[config.mk]
export PLATFORM = sky130hd
export DESIGN_NAME = pixel_channel_calibrator
export DESIGN_NICKNAME = d
export VERILOG_FILES = /design/src/rtl/core/pcc_pkg.sv /design/src/rtl/core/pixel_channel_calibrator.sv
export VERILOG_INCLUDE_DIRS = /design/src /design/src/rtl/core
export SDC_FILE = /design/constraint.sdc
export NUM_CORES = 1
export LEC_CHECK = 0
export BUFFER_PORTS_ARGS = -buffer_cell sky130_fd_sc_hd__buf_2
export CAP_MARGIN = 20
export CORE_MARGIN = 4
export CORE_UTILIZATION = 40
export DETAILED_ROUTE_END_ITERATION = 6
export PLACE_DENSITY_LB_ADDON = 0.05
export SKIP_LAST_GASP = 1
export SYNTH_ARGS = -nofsm -noshare
export SYNTH_HDL_FRONTEND = slang
export SYNTH_SLANG_ARGS = --single-unit
[constraint.sdc]
create_clock -name clk -period 24.5 [get_ports clk]
set_input_delay 4.9 -clock clk [delete_from_list [all_inputs] [get_ports clk]]
set_output_delay 4.9 -clock clk [all_outputs]
set_load 0.02 [all_outputs]
[src/rtl/core/pixel_channel_calibrator_defines.svh]
// Assertion macros for the pixel channel calibrator.
// Expects clk and rst in the scope of use; no other dependencies.
`ifndef PIXEL_CHANNEL_CALIBRATOR_DEFINES_SVH
`define PIXEL_CHANNEL_CALIBRATOR_DEFINES_SVH

// Consequent must hold in the same cycle as the antecedent.
`define PCC_ASSERT_SAME(lbl, ante, cons, msg) \
  lbl: assert property (@(posedge clk) disable iff (rst) (ante) |-> (cons)) else $error(msg);

// Consequent must hold in the cycle after the antecedent.
`define PCC_ASSERT_NEXT(lbl, ante, cons, msg) \
  lbl: assert property (@(posedge clk) disable iff (rst) (ante) |=> (cons)) else $error(msg);

`endif

[src/rtl/core/pcc_pkg.sv]
// Shared constants and the alpha blend function of the pixel channel calibrator.
// No dependencies.
package pcc_pkg;

  localparam int unsigned CHAN_W     = 8;
  localparam int unsigned POS_W      = 16;
  localparam int unsigned IN_DATA_W  = 2 * POS_W + 4 * CHAN_W;
  localparam int unsigned OUT_DATA_W = 4 * CHAN_W;
  localparam int unsigned CNT_W      = 3;
  localparam int unsigned CFG_IDX_W  = 2;
  localparam int unsigned CFG_DATA_W = 3;

  localparam logic [CFG_IDX_W-1:0] REG_TARGET  = 2'd0;
  localparam logic [CFG_IDX_W-1:0] REG_SOURCE  = 2'd1;
  localparam logic [CFG_IDX_W-1:0] REG_PREVIEW = 2'd2;

  localparam logic [CNT_W-1:0] CNT_PASS  = 3'd0;
  localparam logic [CNT_W-1:0] CNT_GRAY  = 3'd1;
  localparam logic [CNT_W-1:0] CNT_GA    = 3'd2;
  localparam logic [CNT_W-1:0] CNT_RGB   = 3'd3;
  localparam logic [CNT_W-1:0] CNT_RGBA  = 3'd4;
  localparam logic [CNT_W-1:0] CNT_MANY  = 3'd5;

  localparam logic [CHAN_W-1:0] CHECK_DARK   = 8'd96;
  localparam logic [CHAN_W-1:0] CHECK_LIGHT  = 8'd160;
  localparam logic [CHAN_W-1:0] ALPHA_OPAQUE = 8'd255;
  localparam int unsigned       CHECK_BIT    = 3;

  // floor(n/3) == (n * 683) >> 11 for every n below 2045
  localparam logic [9:0]  GRAY_RECIP = 10'd683;
  localparam int unsigned GRAY_SHIFT = 11;

  function automatic logic [CHAN_W-1:0] blend(input logic [CHAN_W-1:0] v,
                                              input logic [CHAN_W-1:0] a,
                                              input logic [CHAN_W-1:0] i);
    logic [15:0] pv;
    logic [15:0] pi;
    logic [16:0] sum;
    pv  = {8'd0, v} * {8'd0, a};
    pi  = {8'd0, ALPHA_OPAQUE - a} * {8'd0, i};
    sum = {1'b0, pv} + {1'b0, pi};
    return sum[15:8];
  endfunction

endpackage

[src/rtl/core/pixel_channel_calibrator.sv]
// Pixel channel calibrator: channel count conversion with checkerboard preview.
// Depends on pcc_pkg and pixel_channel_calibrator_defines.svh.
//
// Usage:
//   s_* carries one pixel per transaction: position and four 8-bit channels.
//   m_* returns the converted pixel, unused channels zero.
//   cfg_we/cfg_index/cfg_data write target_channels (0), source_channels (1)
//   and preview_blend (2); write only while the block is idle.
// Timing:
//   Two register stages: the first holds the pixel, the checker square and
//   the gray value (sum times reciprocal of three); the second holds the
//   blended, remapped result and drives m_tvalid. Throughput is one pixel
//   per cycle while m_tready stays high. The blend multipliers sit between
//   the stages.
// Stall:
//   When m_tready is low the result holds and an empty first stage still
//   takes one more pixel; s_tready drops only when both stages are full.
// Reset:
//   rst clears both stages and loads target_channels 0, source_channels 4,
//   preview_blend 0.
`include "pixel_channel_calibrator_defines.svh"

module pixel_channel_calibrator (
  input  logic                              clk,
  input  logic                              rst,
  input  logic                              s_tvalid,
  output logic                              s_tready,
  // pos_x, pos_y, chan0, chan1, chan2, chan3
  input  logic [pcc_pkg::IN_DATA_W-1:0]     s_tdata,
  output logic                              m_tvalid,
  input  logic                              m_tready,
  // out0, out1, out2, out3
  output logic [pcc_pkg::OUT_DATA_W-1:0]    m_tdata,
  input  logic                              cfg_we,
  input  logic [pcc_pkg::CFG_IDX_W-1:0]     cfg_index,
  input  logic [pcc_pkg::CFG_DATA_W-1:0]    cfg_data
);

  logic [pcc_pkg::CNT_W-1:0] target_channels;
  logic [pcc_pkg::CNT_W-1:0] source_channels;
  logic                      preview_blend;

  logic                        p_valid;
  logic [pcc_pkg::CHAN_W-1:0]  p_c0, p_c1, p_c2, p_c3, p_gray;
  logic                        p_light;

  logic                        en_out;
  logic                        en_pix;

  logic [9:0]                  sum10;
  logic [19:0]                 gray_prod;
  logic [pcc_pkg::CHAN_W-1:0]  gray_next;

  logic [pcc_pkg::CNT_W-1:0]   src;
  logic [pcc_pkg::CHAN_W-1:0]  ck;
  logic [pcc_pkg::CHAN_W-1:0]  b0_v, b0_a, b0, b1, b2;
  logic [pcc_pkg::CHAN_W-1:0]  o0, o1, o2, o3;

  always_ff @(posedge clk) begin
    if (rst) begin
      target_channels <= pcc_pkg::CNT_PASS;
      source_channels <= pcc_pkg::CNT_RGBA;
      preview_blend   <= 1'b0;
    end else if (cfg_we) begin
      case (cfg_index)
        pcc_pkg::REG_TARGET:  target_channels <= cfg_data;
        pcc_pkg::REG_SOURCE:  source_channels <= cfg_data;
        pcc_pkg::REG_PREVIEW: preview_blend   <= cfg_data[0];
        default: ;
      endcase
    end
  end

  assign en_out   = !m_tvalid || m_tready;
  assign en_pix   = !p_valid || en_out;
  assign s_tready = en_pix;

  assign sum10     = {2'd0, s_tdata[39:32]} + {2'd0, s_tdata[47:40]} + {2'd0, s_tdata[55:48]};
  assign gray_prod = {10'd0, sum10} * {10'd0, pcc_pkg::GRAY_RECIP};
  assign gray_next = gray_prod[pcc_pkg::GRAY_SHIFT +: pcc_pkg::CHAN_W];

  always_ff @(posedge clk) begin
    if (rst) begin
      p_valid <= 1'b0;
    end else if (en_pix) begin
      p_valid <= s_tvalid;
    end
  end

  always_ff @(posedge clk) begin
    if (en_pix && s_tvalid) begin
      p_c0    <= s_tdata[39:32];
      p_c1    <= s_tdata[47:40];
      p_c2    <= s_tdata[55:48];
      p_c3    <= s_tdata[63:56];
      p_gray  <= gray_next;
      p_light <= s_tdata[pcc_pkg::CHECK_BIT] ^ s_tdata[pcc_pkg::POS_W + pcc_pkg::CHECK_BIT];
    end
  end

  always_comb begin
    src = pcc_pkg::CNT_MANY;
    if (source_channels inside {[pcc_pkg::CNT_GRAY:pcc_pkg::CNT_RGBA]}) begin
      src = source_channels;
    end
  end

  assign ck   = p_light ? pcc_pkg::CHECK_LIGHT : pcc_pkg::CHECK_DARK;
  assign b0_v = (target_channels == pcc_pkg::CNT_GRAY && src == pcc_pkg::CNT_RGBA) ?
                p_gray : p_c0;
  assign b0_a = (src == pcc_pkg::CNT_GA) ? p_c1 : p_c3;
  assign b0   = pcc_pkg::blend(b0_v, b0_a, ck);
  assign b1   = pcc_pkg::blend(p_c1, p_c3, ck);
  assign b2   = pcc_pkg::blend(p_c2, p_c3, ck);

  always_comb begin
    o0 = p_c0;
    o1 = '0;
    o2 = '0;
    o3 = '0;
    case (target_channels)
      pcc_pkg::CNT_GRAY: begin
        case (src)
          pcc_pkg::CNT_GA:   o0 = preview_blend ? b0 : p_c0;
          pcc_pkg::CNT_RGB:  o0 = p_gray;
          pcc_pkg::CNT_RGBA: o0 = preview_blend ? b0 : p_gray;
          default:           o0 = p_c0;
        endcase
      end
      pcc_pkg::CNT_GA: begin
        case (src)
          pcc_pkg::CNT_GRAY: o1 = pcc_pkg::ALPHA_OPAQUE;
          pcc_pkg::CNT_RGB: begin
            o0 = p_gray;
            o1 = pcc_pkg::ALPHA_OPAQUE;
          end
          pcc_pkg::CNT_RGBA: begin
            o0 = p_gray;
            o1 = p_c3;
          end
          default:           o1 = p_c1;
        endcase
      end
      pcc_pkg::CNT_RGB: begin
        if (src == pcc_pkg::CNT_GRAY) begin
          o1 = p_c0;
          o2 = p_c0;
        end else if (src == pcc_pkg::CNT_GA) begin
          o0 = preview_blend ? b0 : p_c0;
          o1 = o0;
          o2 = o0;
        end else if (src == pcc_pkg::CNT_RGBA && preview_blend) begin
          o0 = b0;
          o1 = b1;
          o2 = b2;
        end else begin
          o1 = p_c1;
          o2 = p_c2;
        end
      end
      pcc_pkg::CNT_RGBA: begin
        case (src)
          pcc_pkg::CNT_GRAY: begin
            o1 = p_c0;
            o2 = p_c0;
            o3 = pcc_pkg::ALPHA_OPAQUE;
          end
          pcc_pkg::CNT_GA: begin
            o1 = p_c0;
            o2 = p_c0;
            o3 = p_c1;
          end
          pcc_pkg::CNT_RGB: begin
            o1 = p_c1;
            o2 = p_c2;
            o3 = pcc_pkg::ALPHA_OPAQUE;
          end
          default: begin
            o1 = p_c1;
            o2 = p_c2;
            o3 = p_c3;
          end
        endcase
      end
      default: begin
        if (src >= pcc_pkg::CNT_GA)   o1 = p_c1;
        if (src >= pcc_pkg::CNT_RGB)  o2 = p_c2;
        if (src >= pcc_pkg::CNT_RGBA) o3 = p_c3;
      end
    endcase
  end

  always_ff @(posedge clk) begin
    if (rst) begin
      m_tvalid <= 1'b0;
    end else if (en_out) begin
      m_tvalid <= p_valid;
    end
  end

  always_ff @(posedge clk) begin
    if (en_out && p_valid) begin
      m_tdata <= {o3, o2, o1, o0};
    end
  end

  `PCC_ASSERT_NEXT(a_accept_fills_stage, s_tvalid && s_tready, p_valid, "pixel lost")
  `PCC_ASSERT_NEXT(a_stage_moves_out, p_valid && en_out, m_tvalid, "stage one stuck")
  `PCC_ASSERT_SAME(a_ready_only_when_full, !s_tready, p_valid && !en_out, "stall with free stage")

endmodule
Yosys cells after proc, flatten, opt, wreduce, memory -nomap -nowiden
Index checks and enable logic that the tools add are counted.
Widths: inputs -> output; s select.
{ "op_classes": {"add_sub_neg": 7, "multipliers": 6, "n_lt_le_gt_ge": 5, "eq_ne": 10, "mux": 28, "bitwise": 1, "n_reduce_logical": 18} }
{ "op_table": {"columns": ["cell", "n"], "rows": [
  ["$mux 8", 20],
  ["$mul 8x8->16", 5],
  ["$pmux 8 s3", 3],
  ["$add 16x16->16", 3],
  ["$pmux 8 s2", 3],
  ["$pmux 8 s4", 1],
  ["$mul 10x10->19 const B", 1],
  ["$sub 8x8->8 const A", 2],
  ["$eq 3x2->1 const B", 4],
  ["$add 9x8->10", 1],
  ["$add 8x8->9", 1],
  ["$reduce_or 2->1", 4],
  ["$eq 3x1->1 const B", 2],
  ["$eq 3x3->1 const B", 2],
  ["$ge 3x2->1 const B", 2],
  ["$reduce_and 2->1", 3],
  ["$logic_and 1x1->1", 5],
  ["$ge 3x1->1 const B", 1],
  ["$ge 3x3->1 const B", 1],
  ["$le 3x3->1 const B", 1],
  ["$mux 3", 1],
  ["$reduce_or 3->1", 1],
  ["$eq 2x1->1 const B", 1],
  ["$eq 2x2->1 const B", 1],
  ["4 further kinds", 6]
]} }
{ "word_totals": {"reg_bits": 82, "in_bits": 74, "output_inout_bits": 34, "wordCells": 87} }

Logic depth before layout (Yosys ltp)
{ "logic_depth": {"depth_word": 12, "mapped_depth": 29, "ltp_nobuf": 26} }

Least setup slack after synthesis
OpenSTA, ideal clock, no wires.
{ "synth_timing": {"kind": "input -> register", "startpoint": "in s_tdata[33] (netlist bit)", "endpoint": "reg p_gray[7] (netlist bit) (data pin)", "setup_ns": 0.260, "arrival_ns": 11.031, "t_required_ns": 24.240, "setup_slack_ns": 13.209, "cell_stages": 25, "path_buffers": 0, "path_cell_list": "fa_1 -> ha_1 -> fa_1 -> a21o_1 -> a21oi_1 -> o21bai_1 -> a21oi_1 -> xnor2_1 -> ha_1 -> ha_1 -> fa_1 -> inv_1 -> fa_1 -> inv_1 -> fa_1 -> ha_1 -> a21o_1 -> a21o_1 -> a221o_1 -> a31oi_1 -> o21ai_0 -> o211a_1 -> o21a_1 -> nor2_1 -> xnor2_1"} }
{ "synth_between": {"elab_chain_len": 3} }
{ "synth_lines": {"columns": ["element", "line_no", "text"], "rows": [
  ["start: declaration", "pixel_channel_calibrator.sv:29", "input logic [pcc_pkg::IN_DATA_W-1:0] s_tdata,"],
  ["$add 8x8->9", "pixel_channel_calibrator.sv:78", "assign sum10 = {2'd0, s_tdata[39:32]} + {2'd0, s_tdata[47:40]} + {2'd0, s_tdata[55:48]};"],
  ["$add 9x8->10", "pixel_channel_calibrator.sv:78", null],
  ["$mul 10x10->19", "pixel_channel_calibrator.sv:79", "assign gray_prod = {10'd0, sum10} * {10'd0, pcc_pkg::GRAY_RECIP};"],
  ["net gray_prod[18]", "pixel_channel_calibrator.sv:51", "logic [19:0] gray_prod;"],
  ["end signal: assignment", "pixel_channel_calibrator.sv:96", "p_gray <= gray_next;"],
  ["end: declaration", "pixel_channel_calibrator.sv:44", "logic [pcc_pkg::CHAN_W-1:0] p_c0, p_c1, p_c2, p_c3, p_gray;"]
]} }
The timed path passes the listed nets, and every way through them passes these cells.
A chain may end at the register's enable or synchronous reset.

Final worst setup path
Ends and elaborated chain as after synthesis.

==> impl_metrics.env <==
export IMPL_fmax_mhz=85.9
export IMPL_drc_errors=0
export IMPL_final_common_cell="inv_1"
export IMPL_rsz0062_at_grt="no"
export IMPL_dpl_hpwl_um=30800
export IMPL_die_h_um=197
export IMPL_holdWs_ns=0.518
export IMPL_drtAntennaViolNets=0
export IMPL_setup_tns_final_ns=0
export IMPL_final_cells=2033
export IMPL_dr_pass1_iters=5
export IMPL_grt_pass1_wl_um=62800
export IMPL_cts_root_buf="clkbuf_16"
export IMPL_synth_edf_count=73
export IMPL_clock_sinks=82
export IMPL_synth_seq_cells=82
export IMPL_dpl_instance_area_um2=15000
export IMPL_outcome="complete, no violations"
export IMPL_numCtsBuffers=9
export IMPL_grt_overflow_total=0
export IMPL_antenna_found_initial=2
export IMPL_mostFrequentLayoutCells="251 x inv_1, 223 x ha_1, 170 x fa_1"
export IMPL_finalInstanceArea_um2=15300
export IMPL_synth_seq_area_share=0.167
export IMPL_total_power_mw=2.13
export IMPL_postCtsHoldBufs=0
export IMPL_finalMaxSlewViolations=0
export IMPL_grt_max_degree=42
export IMPL_clock_latency_ns=0.38
export IMPL_postCtsSetupBuffers=0
export IMPL_hold_violations=0
export IMPL_ys_types=82
export IMPL_fin_crit_sh=0.475
export IMPL_globalRouteTotalUtil=0.209
export IMPL_yosys_most_used_dff="edfxtp_1"
export IMPL_routed_via_density=5.26
export IMPL_powerDensity_nw_per_um2=139
export IMPL_synthArstFlopShare=0
export IMPL_critPathKind="input pin to register"
export IMPL_nets=2039
export IMPL_cts_buffer_depth=2
export IMPL_setup_viol=0
export IMPL_drt_initial_drc_count=746
export IMPL_first_global_vias=11000
export IMPL_coreArea_um2=34800
export IMPL_worstSetupStartpointType="input pin"
export IMPL_synth_warnings=0
export IMPL_critPathRequiredTime_ns=24.61
export IMPL_cp_arrival_ns=11.75
export IMPL_via_count=10700
export IMPL_cts_tree="yes"
export IMPL_cts_htree_levels=3
export IMPL_fill_cells=3464
export IMPL_worst_pin_slew_ns=1.09
export IMPL_portBuffers=77
export IMPL_p_leak_nw=7.63
export IMPL_period_minus_slack_ns=11.64
export IMPL_wl_um=39300
export IMPL_fp_dieW_um=197
export IMPL_dieArea_um2=38700
export IMPL_place_inst=2016
export IMPL_path_clk_slew_ns=0.06
export IMPL_syn_avg_cell_area_um2=9.22
export IMPL_crit_fanout=4
export IMPL_synthToLayoutAreaGrowth_pct=7.41
export IMPL_synth_cells=1545
export IMPL_avgRoutedWirePerCell_um=19.3
export IMPL_layout_drive_gt1_share=0.0888
export IMPL_num_rows=68
export IMPL_max_cap_violations=0
export IMPL_peakVddDrop_mv=0.229
export IMPL_gp_congestion=0.865
export IMPL_finClkSkew_ns=0.0228
export IMPL_synthesis_nets=2012
export IMPL_min_path_type="register to register"
export IMPL_end_kind="register"
export IMPL_initial_utilization=0.409
export IMPL_relSlewSlack=0.272
export IMPL_syn_area_um2=14200
export IMPL_pin_count=108
export IMPL_cts_resized=0
==> path summary, 6_finish.rpt <==
kind	start	to	slack, ns	cells after the start
min	p_valid$_SDFFE_PP0N_	m_tvalid$_SDFFE_PP0P_	0.52	2
max	s_tdata[33]	p_gray[7]$_DFFE_PP_	12.86	26
max reg2reg	source_channels[2]$_SDFFE_PP1P_	m_tdata[13]$_DFFE_PP_	16.52	24
min reg2reg	p_valid$_SDFFE_PP0N_	m_tvalid$_SDFFE_PP0P_	0.52	2
==> registers in the layout, indices dropped and copies added, names as in the netlist <==
signal,count
p_c2,8
p_gray,8
preview_blend,1
target_channels,3
p_c3,8
m_tdata,32
p_valid,1
p_c0,8
source_channels,3
m_tvalid,1
p_light,1
p_c1,8
==> per-layer routing <==
metal  GRT usage  wire length [um]  up-vias
met5           0                20        -
met4      0.0357               448        2
met3      0.0374              1910       29
met2       0.330             17600      252
met1       0.307             19300     5248
li1            -                 -     5159
==> synthesized netlist by cell type (16+ instances only) <==
| master | instances | area [um2] |
|---|---|---|
| o21ai_0 | 59 | 295 |
| fa_1 | 170 | 3400 |
| nand3_1 | 16 | 80.1 |
| ha_1 | 223 | 2790 |
| a21o_1 | 27 | 203 |
| mux2i_1 | 24 | 240 |
| xnor2_1 | 37 | 324 |
| nor2_1 | 120 | 450 |
| nand2_1 | 127 | 477 |
| edfxtp_1 | 73 | 2190 |
| inv_1 | 251 | 942 |
| a21oi_1 | 61 | 305 |
| and2_1 | 73 | 457 |
| clkbuf_1 | 64 | 240 |
==> report_power, final <==
part | leakage, nW | internal [mW] | total [mW] | switching [mW]
Clock | 0.145 | 0.0795 | 0.142 | 0.0625
Combinational | 6.71 | 0.767 | 1.75 | 0.988
Sequential | 0.776 | 0.212 | 0.237 | 0.0246
Total | 7.63 | 1.06 | 2.13 | 1.07
==> critical path, stage by stage <==
cell and delay (ns):
buf_2 0.12, fa_1 0.48, ha_1 0.24, fa_1 0.40, a21o_1 0.17, a21oi_1 0.23, o21bai_1 0.09, a21oi_1 0.22
xnor2_1 0.36, ha_1 0.39, ha_1 0.31, fa_1 0.48, inv_1 0.06, fa_1 0.53, inv_1 0.05, fa_1 0.48
ha_1 0.32, a21o_1 0.15, a21o_1 0.17, a221o_1 0.33, a31oi_1 0.33, o21ai_0 0.28, o211a_1 0.29, o21a_1 0.18
nor2_1 0.11, xnor2_1 0.07
==> cells by family after synthesis <==
family / after synthesis / synth area share
compound gates: 256 / 0.122
xor+xnor: 50 / 0.0313
fa+ha+maj: 393 / 0.435
buf+inv: 329 / 0.0889
flops: 82 / 0.167
mux: 28 / 0.0200
other cells: 1 / 0.000263
simple gates: 406 / 0.136
==> metrics by stage <==
stage          setup WS (ns)   util
6_report               12.86  0.440
5_1_grt                12.45  0.439
4_1_cts                12.81  0.439
3_5_place_dp           12.43  0.431
3_3_place_gp           12.44  0.431
2_1_floorplan          13.21      -
==> layout make-up <==
cell class,instances,area [um2],area share
tap,455,569,0.0372
clock buffer,10,229,0.0150
antenna,1,2.50,0.000164
clock inverter,6,65.1,0.00425
multi-input combinational,1134,10600,0.694
timing repair buffer,90,483,0.0316
sequential,82,2370,0.155
inverter,255,957,0.0626
(Power assumes the default switching activity.)
